===== config.mk =====
export PLATFORM = sky130hd
export DESIGN_NAME = cnl_div
export DESIGN_NICKNAME = d
export VERILOG_FILES = /design/src/hdl/cnl_pkg.sv /design/src/hdl/cnl_div.sv
export SDC_FILE = /design/constraint.sdc
export NUM_CORES = 1
export LEC_CHECK = 0
export ABC_AREA = 1
export ABC_CLOCK_PERIOD_IN_PS = 3300
export BUFFER_PORTS_ARGS = -buffer_cell sky130_fd_sc_hd__buf_2
export CORE_MARGIN = 10
export CORE_UTILIZATION = 55
export CTS_BUF_LIST = sky130_fd_sc_hd__clkbuf_8
export DETAILED_ROUTE_END_ITERATION = 10
export PLACE_DENSITY = 0.9
export SYNTH_ARGS = -nofsm -noshare
export SYNTH_HDL_FRONTEND = slang
export SYNTH_SLANG_ARGS = --single-unit

===== constraint.sdc =====
create_clock -name clk -period 3.3 [get_ports clk]
set_input_delay 0.165 -clock clk [delete_from_list [all_inputs] [get_ports clk]]
set_output_delay 0.165 -clock clk [all_outputs]
set_load 0.01 [all_outputs]

===== src/hdl/cnl_pkg.sv =====
// ---------------------------------------------------------------------------
// cnl_pkg
// Shared constants and divider interface types for the complex logarithm.
// ---------------------------------------------------------------------------
package cnl_pkg;

	localparam int ITERATIONS = 32;
	localparam int TBL_LEN    = ITERATIONS + 1;
	localparam int AW         = $clog2(TBL_LEN);
	localparam int JOBS       = 2 * ITERATIONS + 3;
	localparam int JW         = $clog2(JOBS);
	localparam int DIV_BITS   = 64;
	localparam int DCW        = $clog2(DIV_BITS + 1);

	localparam logic [63:0]        ONE62  = 64'd1 << 62;
	localparam logic signed [27:0] PI_Q24 = 28'sd52707179;

	typedef struct packed {
		logic        start;
		logic [63:0] dividend;
		logic [63:0] divisor;
	} div_req_t;

	typedef struct packed {
		logic        done;
		logic [63:0] quotient;
	} div_rsp_t;

endpackage


===== src/hdl/cnl_div.sv =====
// ---------------------------------------------------------------------------
// cnl_div
// Unsigned 64 by 64 restoring divider, one quotient bit per cycle.
// ---------------------------------------------------------------------------
module cnl_div (
	input  logic              clk,
	input  logic              arst_n,
	input  cnl_pkg::div_req_t req,
	output cnl_pkg::div_rsp_t rsp
);
	import cnl_pkg::*;

	logic           busy_q;
	logic           done_q;
	logic [DCW-1:0] cnt_q;
	logic [63:0]    rem_q;
	logic [63:0]    quo_q;
	logic [63:0]    dvs_q;
	logic [64:0]    rs;
	logic [64:0]    rs_sub;
	logic           fits;

	assign rs     = {rem_q, quo_q[63]};
	assign rs_sub = rs - {1'b0, dvs_q};
	assign fits   = rs >= {1'b0, dvs_q};

	always_ff @(posedge clk or negedge arst_n) begin
		if (!arst_n) begin
			busy_q <= 1'b0;
			done_q <= 1'b0;
			cnt_q  <= '0;
		end else if (req.start) begin
			busy_q <= 1'b1;
			done_q <= 1'b0;
			cnt_q  <= DCW'(DIV_BITS);
		end else if (busy_q) begin
			cnt_q <= cnt_q - DCW'(1);
			if (cnt_q == DCW'(1)) begin
				busy_q <= 1'b0;
				done_q <= 1'b1;
			end
		end else begin
			done_q <= 1'b0;
		end
	end

	always_ff @(posedge clk) begin
		if (req.start) begin
			rem_q <= '0;
			quo_q <= req.dividend;
			dvs_q <= req.divisor;
		end else if (busy_q) begin
			rem_q <= fits ? rs_sub[63:0] : rs[63:0];
			quo_q <= {quo_q[62:0], fits};
		end
	end

	assign rsp.done     = done_q;
	assign rsp.quotient = quo_q;

endmodule


Word-level counts from Yosys, hierarchy flattened:

Cells that the tools add are included.

* flip-flop bits (word level): 201
* output and inout port bits: 65
* input port bits: 131

* reduce and logical (&&, ||, !) cells: 1
* multiplexer cells: 11
* add/sub/neg operators: 2
* equality and inequality tests: 2
* order comparisons: 1

Operator list (number)
* $mux 64: 3
* $ge 65x64->1: 1
* $sub 64x64->64: 1
* $mux 7: 2
* $eq 7x1->1 const B: 1
* $sub 7x1->7 const B: 1
* $mux 1: 6
* $ne 3x2->1 const B: 1
* $reduce_bool 2->1: 1

Logic depth before layout (Yosys ltp):

* word-level depth: 4
* depth in mapped cells: 19
* depth with buffers taken out: 18

Least setup slack after synthesis:

Ideal clock, no wire load.

* path kind: register -> register
* start: reg busy_q
* end: reg quo_q[0] (enable)
* setup time: 0.454 ns
* path buffers: 2
* data arrival time: 2.740 ns
* stages on the path, launching flop included: 5
* slack: 0.106 ns
* data required time: 2.846 ns
* path through: dfrtp_1 -> nor2_1 -> inv_1 -> clkbuf_1 -> clkbuf_1

* word-level cells in the longest chain between the ends: 1

RTL lines
* start: declaration: RTL line cnl_div.sv:13 `logic busy_q;`
* start signal: assignment: RTL line cnl_div.sv:29 `busy_q <= 1'b0;`
* start signal: assignment: RTL line cnl_div.sv:33 `busy_q <= 1'b1;`
* start signal: assignment: RTL line cnl_div.sv:39 `busy_q <= 1'b0;`
* $reduce_bool 2->1 (no line)
* end signal: assignment: RTL line cnl_div.sv:50 `quo_q <= req.dividend;`
* end signal: assignment: RTL line cnl_div.sv:54 `quo_q <= {quo_q[62:0], fits};`
* end: declaration: RTL line cnl_div.sv:17 `logic [63:0] quo_q;`

No other way between the ends.
A chain may end at the register's enable or synchronous reset.

Worst setup path in the final report:

* start: reg dvs_q[40]
* end: reg rem_q[2]

* word-level cells in the longest chain between the ends: 2

RTL lines
* start: declaration: RTL line cnl_div.sv:18 `logic [63:0] dvs_q;`
* start signal: assignment: RTL line cnl_div.sv:51 `dvs_q <= req.divisor;`
* $ge 65x64->1: RTL line cnl_div.sv:25 `assign fits = rs >= {1'b0, dvs_q};`
* $mux 64: RTL line cnl_div.sv:53 `rem_q <= fits ? rs_sub[63:0] : rs[63:0];`
* end signal: assignment: RTL line cnl_div.sv:53
* end: declaration: RTL line cnl_div.sv:16 `logic [63:0] rem_q;`

No other way between the ends.

==> results.cfg <==
[power_and_ir_drop]
p_per_area_nw_per_um2 = 372
peakVddDrop_v = 0.000380
p_leak_nw = 9.92
finalPower_mw = 6.59

[grt]
grt_usage_pct = 31.2
grt-ovfl-total = 0
grt_max_degree = 93
grt_antenna_before_repair = 0
grt_pass1_wl_mm = 82.7
grt_pass1_vias = 15400

[sta]
finalCritPeriodShare_pct = 91.0
finalWorstSetupSlack_ns = 0.298
fin_setup_tns_ns = 0
fin_skew_ns = 0.0476
final_hold_viol_count = 0
maxSlewHeadroom_pct = 28.7
drv_slew = 0
rsz0062_at_grt = no
max_freq_mhz = 333
tightest_slew_ns = 1.07
min_period_ns = 3.00
setup-violations-final = 0

[synth]
synth-async-reset-ratio_pct = 4.48
synth-edff-count = 128
synth-main-ff-cell = edfxtp_1
avgSynthCellArea_um2 = 6.58
ys_types = 40
syn_nets = 2387
postSynthCellCount = 2189
netlist_area_um2 = 14400
yosys_warnings = 0
synth_seq_area_share_pct = 37.1
synth_seq_cells = 201

[critical_path]
required_ns = 3.67
critPathArrivalTime_ns = 3.37
worst_setup_path_start_kind = register
path_class = register to register
crit_fanout = 46
endpoint_kind = register

[placed_design]
port_buffers = 195
gp_congestion = 1.02
place_worst_setup_slack_ns = 0.387
hpwl_mm = 37.3

[cells_and_area]
drive_gt1_share_pct = 12.2
finish.utilization_pct = 68.3
finalNetCount = 2712
areaGrowthSynthToFinish_pct = 22.8
num-fill-cells = 2126

[run]
drv_cap = 0

[clocking]
post_cts.repair.setup_buffers = 0
cts_resized = 0
hold_buffers = 128
root_buffer = clkbuf_8
numCtsBuffers = 36
cts_tree = built
clk_pin_slew_ns = 0.07
clock_latency_ns = 0.57
cts_buffer_depth = 3
htree_levels = 2
cts.sinks = 201

[floorplan]
die_h_um = 182
die_w_um = 182
core_um2 = 25900
rows = 59
io_pins = 196
initial_core_util_pct = 55.6
dieArea_um2 = 33100

[routing]
wl_mm = 53.2
vias_per_cell = 5.31
drcViolationCount = 0
wire_per_inst_um = 18.5
ant_nets = 0
vias = 15300
drt-pass1-iter-count = 6
drt_iter0_markers = 1412

[outcome]
status = complete, no violations

[min_path]
min_path_type = input pin to async pin
final timing paths:
| check | from | endpoint | slack [ns] | depth (start not counted) |
|---|---|---|---|---|
| worst max register to register | dvs_q[40] | rem_q[2] | 0.30 | 15 |
| max in group asynchronous | arst_n | cnt_q[5] | 3.08 | 2 |
| worst max-delay path | dvs_q[40] | rem_q[2] | 0.30 | 15 |
| worst min-delay path | arst_n | done_q | 0.03 | 2 |
| min in group clk | req[127] | quo_q[63] | 0.07 | 3 |
| worst min register to register | rem_q[38] | rem_q[38] | 0.47 | 2 |
cell type report:
class	instances	area (µm²)	share of cell area, %
Multi-Input combinational cell	1488	7090	40.1
Sequential cell	201	5350	30.2
Timing Repair Buffer	336	2410	13.6
Inverter	451	1690	9.57
Clock buffer	40	551	3.11
Tap cell	335	419	2.37
Clock inverter	26	180	1.02
Antenna cell	1	2.50	0.0141
logic make-up after synthesis:
family	count (synthesis)	synth area share [%]
fa+ha+maj	67	5.87
xor+xnor	31	1.88
simple gates	1276	37.1
compound gates	114	4.24
flops	201	37.1
buf+inv	500	13.7
layout by cell type, fill, tap and decap left out, types with 2 or more instances in the layout:
cell and instances:
o21ai_0 33, nand2_4 2, inv_2 9, nand2_1 918, ha_1 66, nor2_1 99
dfxtp_1 64, nand3b_1 36, dlygate4sd3_1 128, a21oi_1 55, bufinv_16 2, o21bai_1 6
nand3_2 11, nor2_4 5, buf_2 194, nor2_2 9, clkbuf_8 40, xor2_1 3
nor4_1 2, nand4_1 17, xnor2_1 28, a21o_1 2, dfrtp_1 9, buf_12 4
clkinv_2 5, buf_4 10, inv_1 454, nand3_1 144, edfxtp_1 128, nor3_1 16
and2_1 3, clkinv_1 4, o21ai_1 14, nand2_2 11
critical path: stages, from the launching register on:
cell	delay, ns
edfxtp_1	0.32
inv_1	0.04
ha_1	0.33
nand2_1	0.14
inv_1	0.05
a21oi_1	0.34
nand2_1	0.19
nand2_1	0.10
nand2_1	0.06
nand2_1	0.07
nand2_1	0.09
nor2_4	0.16
buf_4	0.55
nand3_1	0.16
nand3_1	0.12
o21ai_0	0.12
synth_stat cells (23+ instances only):
library cell,number,area (µm²)
edfxtp_1,128,3840
nor2_1,101,379
xnor2_1,28,245
ha_1,66,826
nand3_1,144,721
inv_1,440,1650
dfxtp_1,64,1280
a21oi_1,55,275
nand3b_1,36,270
clkbuf_1,23,86.3
o21ai_0,33,165
nand2_1,918,3450
per-stage QoR:
step	hold slack, ns	std cells	instance area [µm²]
floorplan	-0.131	2189	14400
global placement	0.0237	2683	15700
detailed placement	0.0307	2683	15700
CTS	0.0147	2877	17700
global route	0.0438	2877	17700
finish	0.0289	2878	17700
sequential cells by signal, indices dropped and copies added, names as in the netlist:
name	cells
dvs_q	64
quo_q	64
rem_q	64
cnt_q	7
busy_q	1
done_q	1
metal layers:
metal	GRT usage, %	up-vias	wire length [µm]
met1	37.2	6962	21000
met2	53.0	834	24800
met5	0	-	0
met4	14.1	0	2580
met3	6.26	147	4840
li1	-	7334	-
report_power, final:
group	total, mW	internal (mW)	switching (mW)
logic	1.16	0.451	0.708
registers	2.99	2.88	0.112
clock network	2.44	1.29	1.14
Power figures use the tool's default switching activity.
